$ cat src/hw/rtl/eca_pkg.sv
// Package for the eye closure alarm: shared types, register map and reset values.
// No dependencies; imported by eca_back, eye_closure_alarm and the bench.
package eca_pkg;

  localparam int RATIO_W = 16;
  localparam int SUM_W   = 20;
  localparam int CCNT_W  = 5;
  localparam int RUN_W   = 4;
  localparam int WARN_W  = 6;
  localparam int PROD_W  = 29;

  localparam logic [RATIO_W-1:0] RATIO_MAX = {RATIO_W{1'b1}};
  localparam logic [SUM_W-1:0]   SUM_MAX   = {SUM_W{1'b1}};

  // Register map, word index taken from paddr[3:2]
  localparam logic [1:0] REG_THRESHOLD   = 2'd0;
  localparam logic [1:0] REG_CLOSED_RUN  = 2'd1;
  localparam logic [1:0] REG_ALARM_HOLD  = 2'd2;
  localparam logic [1:0] REG_CALIB       = 2'd3;

  localparam logic [8:0] THRESHOLD_RST  = 9'd130;
  localparam logic [3:0] CLOSED_RUN_RST = 4'd7;
  localparam logic [4:0] ALARM_HOLD_RST = 5'd15;
  localparam logic [3:0] CALIB_RST      = 4'd10;

  typedef struct packed {
    logic [8:0] threshold_pct;
    logic [3:0] closed_run_limit;
    logic [4:0] alarm_hold;
    logic [3:0] calib_frames;
  } eca_cfg_t;

  typedef enum logic [1:0] {
    PH_CALIB  = 2'd0,
    PH_FINISH = 2'd1,
    PH_DETECT = 2'd2
  } eca_phase_e;

endpackage

$ cat src/hw/rtl/eye_closure_alarm.sv
// Eye closure alarm, top level: register port, front, queue and back.
// Depends on eca_pkg, eca_front, eca_fifo and eca_back.
//
// Landmark points enter one beat per cycle, while in_stall_o is low, on the
// input channel (eye_sel_i, coord_x_i, coord_y_i, frame_end_i). Each point
// widens its eye's bounding box; the point marked frame_end closes the frame
// and its box dimensions go into a two-entry queue. The back end divides
// width by height for both eyes bit-serially, one quotient bit per cycle,
// then runs the baseline compare and alarm update. One result beat leaves
// per frame. The back end takes the next frame from the queue only once it
// has finished the last one. Points inside a frame are taken every cycle
// while the queue has room; in_stall_o rises when it holds two frames.
// When out_stall_i is high the result beat holds, and the back end waits in
// its compare step while an earlier beat is held; the front keeps collecting
// points until the queue fills.
// Reset clears the boxes, sums, counters and alarm, and loads the register
// defaults. Registers are to be written over the APB port only while the
// block is idle; the block itself does not enforce this.
module eye_closure_alarm #(
  parameter int COORD_BITS      = 12,
  parameter int RATIO_FRAC_BITS = 8
) (
  input  logic                  clk_i,
  input  logic                  rst_ni,
  input  logic                  psel,
  input  logic                  penable,
  input  logic                  pwrite,
  input  logic [3:0]            paddr,
  input  logic [31:0]           pwdata,
  output logic [31:0]           prdata,
  output logic                  pready,
  input  logic                  in_valid_i,
  output logic                  in_stall_o,
  input  logic                  eye_sel_i,
  input  logic [COORD_BITS-1:0] coord_x_i,
  input  logic [COORD_BITS-1:0] coord_y_i,
  input  logic                  frame_end_i,
  output logic                  out_valid_o,
  input  logic                  out_stall_i,
  output logic                  alarm_on_o,
  output logic [15:0]           left_ratio_o,
  output logic [15:0]           right_ratio_o,
  output logic [1:0]            phase_o,
  output logic                  closed_frame_o
);
  import eca_pkg::*;

  localparam int DW = 4 * COORD_BITS;

  eca_cfg_t        cfg_q;
  logic            wr_en;
  logic            full, push, deq_valid, deq_pop;
  logic [DW-1:0]   push_data, deq_data;

  assign pready = 1'b1;
  assign wr_en  = psel && penable && pwrite;

  always_ff @(posedge clk_i or negedge rst_ni) begin
    if (!rst_ni) begin
      cfg_q.threshold_pct    <= THRESHOLD_RST;
      cfg_q.closed_run_limit <= CLOSED_RUN_RST;
      cfg_q.alarm_hold       <= ALARM_HOLD_RST;
      cfg_q.calib_frames     <= CALIB_RST;
    end else if (wr_en) begin
      case (paddr[3:2])
        REG_THRESHOLD:  cfg_q.threshold_pct    <= pwdata[8:0];
        REG_CLOSED_RUN: cfg_q.closed_run_limit <= pwdata[3:0];
        REG_ALARM_HOLD: cfg_q.alarm_hold       <= pwdata[4:0];
        REG_CALIB:      cfg_q.calib_frames     <= pwdata[3:0];
        default: begin
        end
      endcase
    end
  end

  always_comb begin
    case (paddr[3:2])
      REG_THRESHOLD:  prdata = {23'd0, cfg_q.threshold_pct};
      REG_CLOSED_RUN: prdata = {28'd0, cfg_q.closed_run_limit};
      REG_ALARM_HOLD: prdata = {27'd0, cfg_q.alarm_hold};
      REG_CALIB:      prdata = {28'd0, cfg_q.calib_frames};
      default:        prdata = '0;
    endcase
  end

  eca_front #(
    .COORD_BITS(COORD_BITS)
  ) u_front (
    .clk_i       (clk_i),
    .rst_ni      (rst_ni),
    .in_valid_i  (in_valid_i),
    .in_stall_o  (in_stall_o),
    .eye_sel_i   (eye_sel_i),
    .coord_x_i   (coord_x_i),
    .coord_y_i   (coord_y_i),
    .frame_end_i (frame_end_i),
    .full_i      (full),
    .push_o      (push),
    .push_data_o (push_data)
  );

  eca_fifo #(
    .WIDTH(DW)
  ) u_fifo (
    .clk_i   (clk_i),
    .rst_ni  (rst_ni),
    .push_i  (push),
    .data_i  (push_data),
    .full_o  (full),
    .pop_i   (deq_pop),
    .valid_o (deq_valid),
    .data_o  (deq_data)
  );

  eca_back #(
    .COORD_BITS      (COORD_BITS),
    .RATIO_FRAC_BITS (RATIO_FRAC_BITS)
  ) u_back (
    .clk_i          (clk_i),
    .rst_ni         (rst_ni),
    .cfg_i          (cfg_q),
    .deq_valid_i    (deq_valid),
    .deq_data_i     (deq_data),
    .deq_pop_o      (deq_pop),
    .out_valid_o    (out_valid_o),
    .out_stall_i    (out_stall_i),
    .alarm_on_o     (alarm_on_o),
    .left_ratio_o   (left_ratio_o),
    .right_ratio_o  (right_ratio_o),
    .phase_o        (phase_o),
    .closed_frame_o (closed_frame_o)
  );

endmodule

$ cat src/hw/rtl/eca_front.sv
// Front part: per-eye bounding boxes, width and height at frame end.
// Pushes frame dimensions into eca_fifo; no package dependency.
module eca_front #(
  parameter int COORD_BITS = 12
) (
  input  logic                    clk_i,
  input  logic                    rst_ni,
  input  logic                    in_valid_i,
  output logic                    in_stall_o,
  input  logic                    eye_sel_i,
  input  logic [COORD_BITS-1:0]   coord_x_i,
  input  logic [COORD_BITS-1:0]   coord_y_i,
  input  logic                    frame_end_i,
  input  logic                    full_i,
  output logic                    push_o,
  output logic [4*COORD_BITS-1:0] push_data_o
);

  localparam logic [COORD_BITS-1:0] CMAX = {COORD_BITS{1'b1}};

  logic [COORD_BITS-1:0] minx_q[2], miny_q[2], maxx_q[2], maxy_q[2];
  logic [COORD_BITS-1:0] minx_n[2], miny_n[2], maxx_n[2], maxy_n[2];
  logic [COORD_BITS-1:0] wid[2], hgt[2];
  logic                  accept;

  assign in_stall_o = full_i;
  assign accept     = in_valid_i && !full_i;
  assign push_o     = accept && frame_end_i;

  always_comb begin
    for (int e = 0; e < 2; e++) begin
      minx_n[e] = minx_q[e];
      miny_n[e] = miny_q[e];
      maxx_n[e] = maxx_q[e];
      maxy_n[e] = maxy_q[e];
      if (eye_sel_i == e[0]) begin
        if (coord_x_i < minx_q[e]) minx_n[e] = coord_x_i;
        if (coord_y_i < miny_q[e]) miny_n[e] = coord_y_i;
        if (coord_x_i > maxx_q[e]) maxx_n[e] = coord_x_i;
        if (coord_y_i > maxy_q[e]) maxy_n[e] = coord_y_i;
      end
      wid[e] = (maxx_n[e] >= minx_n[e]) ? maxx_n[e] - minx_n[e] : '0;
      hgt[e] = (maxy_n[e] >= miny_n[e]) ? maxy_n[e] - miny_n[e] : '0;
    end
  end

  assign push_data_o = {wid[0], hgt[0], wid[1], hgt[1]};

  always_ff @(posedge clk_i or negedge rst_ni) begin
    if (!rst_ni) begin
      for (int e = 0; e < 2; e++) begin
        minx_q[e] <= CMAX;
        miny_q[e] <= CMAX;
        maxx_q[e] <= '0;
        maxy_q[e] <= '0;
      end
    end else if (accept) begin
      for (int e = 0; e < 2; e++) begin
        if (frame_end_i) begin
          minx_q[e] <= CMAX;
          miny_q[e] <= CMAX;
          maxx_q[e] <= '0;
          maxy_q[e] <= '0;
        end else begin
          minx_q[e] <= minx_n[e];
          miny_q[e] <= miny_n[e];
          maxx_q[e] <= maxx_n[e];
          maxy_q[e] <= maxy_n[e];
        end
      end
    end
  end

endmodule

$ cat src/hw/rtl/eca_fifo.sv
// Two-entry queue of frame dimensions between front and back.
// Head entry is always presented; no package dependency.
module eca_fifo #(
  parameter int WIDTH = 48
) (
  input  logic             clk_i,
  input  logic             rst_ni,
  input  logic             push_i,
  input  logic [WIDTH-1:0] data_i,
  output logic             full_o,
  input  logic             pop_i,
  output logic             valid_o,
  output logic [WIDTH-1:0] data_o
);

  logic [1:0]       count_q;
  logic [WIDTH-1:0] head_q, tail_q;

  assign full_o  = (count_q == 2'd2);
  assign valid_o = (count_q != 2'd0);
  assign data_o  = head_q;

  always_ff @(posedge clk_i or negedge rst_ni) begin
    if (!rst_ni) begin
      count_q <= 2'd0;
    end else begin
      count_q <= count_q + {1'b0, push_i} - {1'b0, pop_i};
    end
  end

  always_ff @(posedge clk_i) begin
    if (pop_i) begin
      if (count_q == 2'd2) begin
        head_q <= tail_q;
        if (push_i) tail_q <= data_i;
      end else if (push_i) begin
        head_q <= data_i;
      end
    end else if (push_i) begin
      if (count_q == 2'd0) head_q <= data_i;
      else tail_q <= data_i;
    end
  end

endmodule

$ cat src/hw/rtl/eca_back.sv
// Back part: bit-serial ratio divides, baseline compare, calibration and alarm state.
// Depends on eca_pkg; holds the result register for the output channel.
module eca_back #(
  parameter int COORD_BITS      = 12,
  parameter int RATIO_FRAC_BITS = 8
) (
  input  logic                    clk_i,
  input  logic                    rst_ni,
  input  eca_pkg::eca_cfg_t       cfg_i,
  input  logic                    deq_valid_i,
  input  logic [4*COORD_BITS-1:0] deq_data_i,
  output logic                    deq_pop_o,
  output logic                    out_valid_o,
  input  logic                    out_stall_i,
  output logic                    alarm_on_o,
  output logic [15:0]             left_ratio_o,
  output logic [15:0]             right_ratio_o,
  output logic [1:0]              phase_o,
  output logic                    closed_frame_o
);
  import eca_pkg::*;

  localparam int C  = COORD_BITS;
  localparam int QW = COORD_BITS + RATIO_FRAC_BITS;
  localparam int CW = $clog2(QW);
  localparam int EW = (QW > RATIO_W) ? QW : RATIO_W;

  typedef enum logic [1:0] {ST_IDLE, ST_DIV, ST_MUL, ST_CMP} state_e;

  state_e            state_q;
  logic [CW-1:0]     cnt_q;
  logic [QW-1:0]     dvd_q[2];
  logic [C-1:0]      rem_q[2];
  logic [C-1:0]      dvs_q[2];
  logic [QW-1:0]     dvd_d[2];
  logic [C-1:0]      rem_d[2];
  logic [RATIO_W-1:0] ratio_c[2];
  logic [RATIO_W-1:0] ratio_q[2];
  logic [19:0]       lhs_q[2];
  logic [PROD_W-1:0] rhs_q[2];
  logic              above[2];

  logic [SUM_W-1:0]  sum_q[2], sum_d[2];
  logic [CCNT_W-1:0] ccnt_q, ccnt_d;
  logic [RUN_W-1:0]  run_q, run_d;
  logic [WARN_W-1:0] warn_q, warn_d;
  logic              alarm_q, alarm_d;
  logic              closed_c;
  eca_phase_e        phase_c;
  logic              out_free;
  logic [SUM_W:0]    sum_ext[2];
  logic [C:0]        rem_sh[2];

  assign deq_pop_o = (state_q == ST_IDLE) && deq_valid_i;
  assign out_free  = !out_valid_o || !out_stall_i;

  // Restoring divide step, one quotient bit per cycle for each eye; also ratio saturation, baseline compare and sum
  always_comb begin
    for (int e = 0; e < 2; e++) begin
      rem_sh[e] = {rem_q[e], dvd_q[e][QW-1]};
      if (rem_sh[e] >= {1'b0, dvs_q[e]}) begin
        rem_d[e] = C'(rem_sh[e] - {1'b0, dvs_q[e]});
        dvd_d[e] = {dvd_q[e][QW-2:0], 1'b1};
      end else begin
        rem_d[e] = rem_sh[e][C-1:0];
        dvd_d[e] = {dvd_q[e][QW-2:0], 1'b0};
      end
      if (dvs_q[e] == '0) ratio_c[e] = RATIO_MAX;
      else if (EW'(dvd_q[e]) > EW'(RATIO_MAX)) ratio_c[e] = RATIO_MAX;
      else ratio_c[e] = RATIO_W'(dvd_q[e]);
      above[e] = (PROD_W'(lhs_q[e]) * PROD_W'(100)) > rhs_q[e];
      sum_ext[e] = {1'b0, sum_q[e]} + (SUM_W+1)'(ratio_q[e]);
    end
  end

  // Frame commit: calibration, closure run and alarm hold
  always_comb begin
    sum_d    = sum_q;
    ccnt_d   = ccnt_q;
    run_d    = run_q;
    warn_d   = warn_q;
    alarm_d  = alarm_q;
    closed_c = 1'b0;
    if (ccnt_q < {1'b0, cfg_i.calib_frames}) begin
      phase_c = PH_CALIB;
      for (int e = 0; e < 2; e++) begin
        sum_d[e] = sum_ext[e][SUM_W] ? SUM_MAX : sum_ext[e][SUM_W-1:0];
      end
      ccnt_d = ccnt_q + 1'b1;
    end else if (ccnt_q == {1'b0, cfg_i.calib_frames}) begin
      phase_c = PH_FINISH;
      ccnt_d  = ccnt_q + 1'b1;
    end else begin
      phase_c = PH_DETECT;
      if (above[0] && above[1]) begin
        closed_c = 1'b1;
        if (run_q < cfg_i.closed_run_limit) begin
          run_d = run_q + 1'b1;
        end else begin
          alarm_d = 1'b1;
          warn_d  = warn_q + 1'b1;
          run_d   = '0;
        end
      end else begin
        run_d = '0;
      end
    end
    if (warn_d != '0) begin
      if (warn_d >= {1'b0, cfg_i.alarm_hold}) begin
        alarm_d = 1'b0;
        warn_d  = '0;
      end else begin
        warn_d = warn_d + 1'b1;
      end
    end
  end

  always_ff @(posedge clk_i or negedge rst_ni) begin
    if (!rst_ni) begin
      state_q     <= ST_IDLE;
      cnt_q       <= '0;
      sum_q[0]    <= '0;
      sum_q[1]    <= '0;
      ccnt_q      <= '0;
      run_q       <= '0;
      warn_q      <= '0;
      alarm_q     <= 1'b0;
      out_valid_o <= 1'b0;
    end else begin
      if ((state_q == ST_CMP) && out_free) begin
        out_valid_o <= 1'b1;
      end else if (!out_stall_i) begin
        out_valid_o <= 1'b0;
      end
      case (state_q)
        ST_IDLE: begin
          if (deq_valid_i) begin
            cnt_q   <= '0;
            state_q <= ST_DIV;
          end
        end
        ST_DIV: begin
          cnt_q <= cnt_q + 1'b1;
          if (cnt_q == CW'(QW - 1)) state_q <= ST_MUL;
        end
        ST_MUL: begin
          state_q <= ST_CMP;
        end
        ST_CMP: begin
          if (out_free) begin
            sum_q       <= sum_d;
            ccnt_q      <= ccnt_d;
            run_q       <= run_d;
            warn_q      <= warn_d;
            alarm_q     <= alarm_d;
            state_q     <= ST_IDLE;
          end
        end
        default: begin
          state_q <= ST_IDLE;
        end
      endcase
    end
  end

  always_ff @(posedge clk_i) begin
    case (state_q)
      ST_IDLE: begin
        dvd_q[0] <= {deq_data_i[4*C-1:3*C], RATIO_FRAC_BITS'(0)};
        dvs_q[0] <= deq_data_i[3*C-1:2*C];
        dvd_q[1] <= {deq_data_i[2*C-1:C], RATIO_FRAC_BITS'(0)};
        dvs_q[1] <= deq_data_i[C-1:0];
        rem_q[0] <= '0;
        rem_q[1] <= '0;
      end
      ST_DIV: begin
        dvd_q <= dvd_d;
        rem_q <= rem_d;
      end
      ST_MUL: begin
        for (int e = 0; e < 2; e++) begin
          ratio_q[e] <= ratio_c[e];
          lhs_q[e]   <= 20'(ratio_c[e]) * 20'(cfg_i.calib_frames);
          rhs_q[e]   <= PROD_W'(cfg_i.threshold_pct) * PROD_W'(sum_q[e]);
        end
      end
      ST_CMP: begin
        if (out_free) begin
          alarm_on_o     <= alarm_d;
          left_ratio_o   <= ratio_q[0];
          right_ratio_o  <= ratio_q[1];
          phase_o        <= phase_c;
          closed_frame_o <= closed_c;
        end
      end
      default: begin
      end
    endcase
  end

endmodule

$ cat config.mk
export PLATFORM = sky130hd
export DESIGN_NAME = eye_closure_alarm
export DESIGN_NICKNAME = d
export VERILOG_FILES = /design/src/hw/rtl/eca_pkg.sv /design/src/hw/rtl/eye_closure_alarm.sv /design/src/hw/rtl/eca_front.sv /design/src/hw/rtl/eca_fifo.sv /design/src/hw/rtl/eca_back.sv
export SDC_FILE = /design/constraint.sdc
export NUM_CORES = 2
export LEC_CHECK = 0
export BUFFER_PORTS_ARGS = -buffer_cell sky130_fd_sc_hd__buf_2
export CELL_PAD_IN_SITES_DETAIL_PLACEMENT = 0
export CELL_PAD_IN_SITES_GLOBAL_PLACEMENT = 1
export CORE_UTILIZATION = 35
export CTS_BUF_LIST = sky130_fd_sc_hd__clkbuf_8 sky130_fd_sc_hd__clkbuf_16
export DETAILED_ROUTE_END_ITERATION = 10
export MAX_ROUTING_LAYER = met4
export PLACE_DENSITY = 0.7
export SYNTH_ARGS = -nofsm -noshare
export SYNTH_HDL_FRONTEND = slang
export SYNTH_SLANG_ARGS = --single-unit
$ cat constraint.sdc
create_clock -name clk_i -period 10.2 [get_ports clk_i]
set_input_delay 2.04 -clock clk_i [delete_from_list [all_inputs] [get_ports clk_i]]
set_output_delay 2.04 -clock clk_i [all_outputs]
set_load 0.05 [all_outputs]
# --- After elaboration in Yosys (flattened, before gate mapping) ---
# Memories as Yosys holds them, arrays and structs flattened.
# Index checks and enable logic that the tools add are counted.
word_totals:
  register_bits: 380
  ramBits: 154
  inputBits: 69
  out_inout_bits: 71
  elab_cells: 212
  n_memories: 4
mem_list:
  columns: ["name", "words", "width", "rd", "rd_clocked_by_memory_dff", "write_ports", "line", "text"]
  rows:
  - ["u_back.rhs_q", 2, 29, 2, 0, 2, "eca_back.sv:40", "logic [PROD_W-1:0] rhs_q[2];"]
  - ["u_back.lhs_q", 2, 20, 2, 0, 2, "eca_back.sv:39", "logic [19:0] lhs_q[2];"]
  - ["u_back.ratio_q", 2, 16, 2, 0, 2, "eca_back.sv:38", "logic [RATIO_W-1:0] ratio_q[2];"]
  - ["u_back.dvs_q", 2, 12, 2, 0, 2, "eca_back.sv:34", "logic [C-1:0] dvs_q[2];"]
classes:
  add_sub_neg: 15
  multipliers: 6
  magnitude_cmp: 21
  n_eq_ne: 15
  muxes: 80
  n_bitwise: 2
  n_reduce_logical: 36
ops:
  columns: ["operator", "count"]
  rows:
  - ["48-bit two-way mux", 9]
  - ["12-bit two-way mux", 30]
  - ["32-bit one-hot mux with 4 select lines", 1]
  - ["40-bit one-hot mux with 2 select lines", 1]
  - ["12-bit subtractor", 6]
  - ["16-bit two-way mux", 4]
  - ["27-bit by 29-bit > comparator with 1-bit output", 2]
  - ["9-bit by 20-bit multiplier with 29-bit output", 2]
  - ["20-bit by 5-bit multiplier with 25-bit output (second input constant)", 2]
  - ["12-bit greater-or-equal comparator", 4]
  - ["12-bit > comparator", 4]
  - ["12-bit < comparator", 4]
  - ["24-bit one-hot mux with 2 select lines", 1]
  - ["20-bit by 16-bit adder with 21-bit output", 2]
  - ["20-bit by 16-bit > comparator with 1-bit output (second input constant)", 2]
  - ["16-bit by 4-bit multiplier with 20-bit output", 2]
  - ["20-bit two-way mux", 2]
  - ["6-bit two-way mux", 6]
  - ["13-bit by 12-bit greater-or-equal comparator with 1-bit output", 2]
  - ["12-bit zero test", 2]
  - ["1-bit two-way mux", 15]
  - ["5-bit two-way mux", 3]
  - ["3-bit AND reduction", 5]
  - ["6-bit by 1-bit adder with 6-bit output (second input constant)", 2]
  - ["other kinds (27)", 62]

# --- Longest topological paths before layout ---
# An unclocked memory read counts as a cell.
depth:
  depth_word: 10
  mapped_depth: 36
  mapped_depth_nobuf: 36

# --- Cells and area by module ---
# Synthesis repeated with hierarchy kept, for this count alone.
hier_totals:
  cells_unflattened: 4942
  area_unflattened_um2: 48863.1
by_module_without_submodules:
  columns: ["mod", "n_inst", "cells_per_inst", "area_per_inst_um2"]
  rows:
  - ["eca_back", 1, 3505, 33917.5]
  - ["eca_front", 1, 1183, 10019.6]
  - ["eca_fifo", 1, 165, 3693.5]
  - ["eye_closure_alarm", 1, 89, 1232.4]

# --- Worst setup path after synthesis ---
# No wires, ideal clock.
synth_path:
  kind: "register to register"
  start: "memory u_back.lhs_q[0][6]"
  end: "register u_back.warn_q[3]"
  setup_ps: 101
  t_arrival_ps: 7713
  required_time_ps: 10099
  setup_slack_ps: 2385
  stages_incl_launch_ff: 36
  synth_period_minus_slack_ps: 7815
  cell_sequence: "edfxtp_1 -> ha_1 -> ha_1 -> inv_1 -> fa_1 -> inv_1 -> ha_1 -> or2_2 -> o21ai_0 -> a211oi_1 -> o31a_1 -> a41o_1 -> o41ai_1 -> o21bai_1 -> a21oi_1 -> xnor2_1 -> ha_1 -> nand3_1 -> or4_4 -> nor3_1 -> or4_4 -> o211a_1 -> nand3_2 -> xnor2_1 -> inv_1 -> ha_1 -> nand2b_1 -> a21o_1 -> a21o_1 -> a21o_1 -> a211oi_1 -> or4b_4 -> nand2_4 -> o31ai_4 -> or4_1 -> o221ai_1"
synth_lines:
  columns: ["item", "line", "text"]
  rows:
  - ["start: declaration", "eca_back.sv:39", null]
  - ["end signal: assignment", "eca_back.sv:154", "warn_q <= warn_d;"]
  - ["end: declaration", "eca_back.sv:46", "logic [WARN_W-1:0] warn_q, warn_d;"]

==> impl_metrics.env <==
export IMPL_worstRegToRegCells=32
export IMPL_skew_ns=0.0439
export IMPL_syn_area_mm2=0.0481
export IMPL_rsz0062_at_grt="no"
export IMPL_r2r_start="u_back.lhs_q[0][22]"
export IMPL_fmax_ghz=0.112
export IMPL_grt_ovfl_total=0
export IMPL_grtUsageMet2_pct=26.5
export IMPL_status="finished, final reports clean"
export IMPL_post_place_cells=6637
export IMPL_synthCells=4928
export IMPL_drt_total_wl_mm=115
export IMPL_hold_class="reg2reg"
export IMPL_grt_pass1_wl_mm=187
export IMPL_grt_usage_pct=17.5
export IMPL_crit_top_cell="ha_1"
export IMPL_synth_seq_cells=534
export IMPL_endpoint="u_back.warn_q[3]"
export IMPL_nets=5888
export IMPL_dieWidth_um=373
export IMPL_clk_pin_slew_ns=0.06
export IMPL_core_rowCount=135
export IMPL_ys_seq_area_share_pct=31.6
export IMPL_clk_latency_ns=0.68
export IMPL_cts_repair_resized=0
export IMPL_dieArea_mm2=0.139
export IMPL_crit_path_start_kind="flip-flop"
export IMPL_port_buffers=90
export IMPL_dieHeight_um=373
export IMPL_place_congestion=0.861
export IMPL_worstSetupEndpointType="flip-flop"
export IMPL_clockRootBuffer="clkbuf_16"
export IMPL_ys_async_sr_fraction_pct=34.5
export IMPL_critPathLaunch="u_back.lhs_q[0][22]"
export IMPL_cts_setup_buffers=0
export IMPL_crit_path_max_incr_delay_ns=0.55
export IMPL_cts_buffers=67
export IMPL_use_met1_pct=23.6
export IMPL_drv_cap=0
export IMPL_final_min_clock_period_ns=8.91
export IMPL_worst_slew_pin_slew_ns=1.15
export IMPL_arrival_ns=9.47
export IMPL_final_cell_area_mm2=0.0525
export IMPL_relSlewSlack_pct=23.4
export IMPL_cts_tree="built"
export IMPL_grt_busiest_layer="met2"
export IMPL_synth_edf_count=350
export IMPL_fin_hold_ws_ns=0.417
export IMPL_start_util_pct=35.4
export IMPL_use_met3_pct=3.90
export IMPL_vias_per_cell=4.99
export IMPL_grt_max_degree=78
export IMPL_routedWlPerCell_um=17.0
export IMPL_drc=0
export IMPL_cts_buffer_depth=3
export IMPL_finalHoldViolCount=0
export IMPL_period_share_pct=87.4
export IMPL_first_global_vias=34000
export IMPL_place_area_mm2=0.0503
export IMPL_grt_antenna_before_repair=7
export IMPL_cts_hold_buf=0
export IMPL_cp_required_ns=10.76
export IMPL_core_area_mm2=0.136
export IMPL_finalSetupTns_ns=0
export IMPL_via_count=33700
export IMPL_regToRegSetupSlack_ns=1.29
export IMPL_critPathMaxFanout=8
export IMPL_cts_sinks=534
export IMPL_cpMaxStageDelayCell="o41ai_1"
export IMPL_area_growth_pct=9.29
export IMPL_report_final_slew_viol_count=0
export IMPL_hp_start="u_fifo.data_o[24]"
export IMPL_drt_iter0_drc=1906
export IMPL_num_io_pins=140
export IMPL_yosysWarnings=0
export IMPL_ant_nets=0
export IMPL_synth_main_ff_cell="edfxtp_1"
export IMPL_worst_setup_path_type="reg2reg"
export IMPL_dp_final_hpwl_mm=86.3
export IMPL_avgSynthCellArea_um2=9.75
export IMPL_drive_above_1_share_pct=10.0
export IMPL_r2r_end="u_back.warn_q[3]"
export IMPL_finalNonFillerCells=6765
export IMPL_synth_cell_types=94
export IMPL_cts_htree_levels=3
export IMPL_firstDrtPassIters=5
export IMPL_setup_viol=0
==> registers in the layout, summed over array words and instances (netlist names), 32 cells and up <==
signal / count
u_back.rhs_q: 58
u_fifo.data_o: 48
u_fifo.tail_q: 48
u_back.dvd_q: 40
u_back.lhs_q: 40
u_back.sum_q: 40
u_back.ratio_q: 32
==> layout by cell type (no fill, tap or decap), types with 118 or more instances in the layout <==
master    instances
inv_1           722
nand2_1         562
ha_1            544
edfxtp_1        350
fa_1            348
nor2_1          233
and2_1          203
a21oi_1         201
o21ai_0         172
xnor2_1         145
dfrtp_1         125
mux2_2          118
==> kinds of logic after synthesis <==
group                      synth area share [%]
and+or+nand+nor                            14.1
buffers and inverters                      7.53
adders and majority gates                  28.7
AOI/OAI and AO/OA                          10.8
DFF                                        31.6
xor gates and xnor gates                   3.46
muxes                                      3.77
other                                    0.0156
==> metrics by stage <==
stage,setup slack [ns],utilization (%)
after floorplan,2.39,-
after global placement,1.49,37.0
after detailed placement,1.37,37.0
after CTS,1.28,38.7
after global routing,0.733,38.7
final,1.29,38.7
==> synth_stat cells, types with 16 or more instances <==
| cell | instances | area [um^2] |
|---|---|---|
| inv_1 | 711 | 2670 |
| nand2_1 | 563 | 2110 |
| ha_1 | 546 | 6830 |
| edfxtp_1 | 350 | 10500 |
| fa_1 | 348 | 6970 |
| nor2_1 | 235 | 882 |
| and2_1 | 203 | 1270 |
| a21oi_1 | 201 | 1010 |
| clkbuf_1 | 175 | 657 |
| o21ai_0 | 172 | 861 |
| xnor2_1 | 145 | 1270 |
| dfrtp_1 | 125 | 3130 |
| mux2_2 | 118 | 1330 |
| a21o_1 | 94 | 706 |
| nor3_1 | 91 | 455 |
| nand3_1 | 66 | 330 |
| dfstp_2 | 59 | 1550 |
| xor2_1 | 45 | 394 |
| nand4_1 | 40 | 250 |
| nor2b_1 | 40 | 250 |
| or2_2 | 39 | 244 |
| mux2i_1 | 38 | 380 |
| nand2b_1 | 36 | 225 |
| o31ai_1 | 35 | 263 |
| a211oi_1 | 28 | 210 |
| or3_1 | 28 | 175 |
| o21a_1 | 27 | 203 |
| buf_4 | 25 | 188 |
| nor4_1 | 25 | 156 |
| buf_1 | 24 | 90.1 |
| o21bai_1 | 24 | 180 |
| and3_1 | 23 | 144 |
| o22ai_1 | 22 | 138 |
| a31oi_1 | 17 | 106 |
| a221oi_1 | 16 | 140 |
==> critical path, delay by kind of cell, from the launching register on <==
family	cells	cell delay (ns)
adders and majority gates	6	2.05
DFF	1	0.44
buffers and inverters	1	0.11
AOI/OAI and AO/OA	14	3.47
xor gates and xnor gates	2	0.40
and+or+nand+nor	9	2.32
==> routing by layer <==
metal	share of wire (%)	vias to the layer above	wire length [um]
met3	5.7	134	6520
met4	2.1	0	2460
li1	-	16600	-
met1	48	16500	55400
met5	0	-	0
met2	44	534	50700
==> layout make-up <==
| class | count | area [um^2] |
|---|---|---|
| well taps | 1781 | 2230 |
| multi-input cells | 3477 | 29400 |
| repair buffers | 132 | 774 |
| clock inverters | 50 | 469 |
| inverters | 713 | 2680 |
| diodes | 5 | 12.5 |
| clock buffers | 73 | 1760 |
| flip-flops and latches | 534 | 15200 |
| fillers | 13500 | 83300 |
==> worst min path at each step <==
| stage | cells past startpoint | slack, ns | endpoint |
|---|---|---|---|
| after CTS | 0 | 0.42 | u_back.dvs_q[0][5] |
| after global routing | 0 | 0.42 | u_back.dvs_q[0][5] |
| after detailed placement | 0 | 0.40 | u_back.dvs_q[0][3] |
| after floorplan | 0 | 0.40 | u_back.dvs_q[0][0] |
| after global placement | 0 | 0.40 | u_back.dvs_q[0][7] |
| final | 0 | 0.42 | u_back.dvs_q[0][0] |
Power is not shown: default switching activity piles up to over one toggle a cycle in this logic, so the estimate is an artifact.
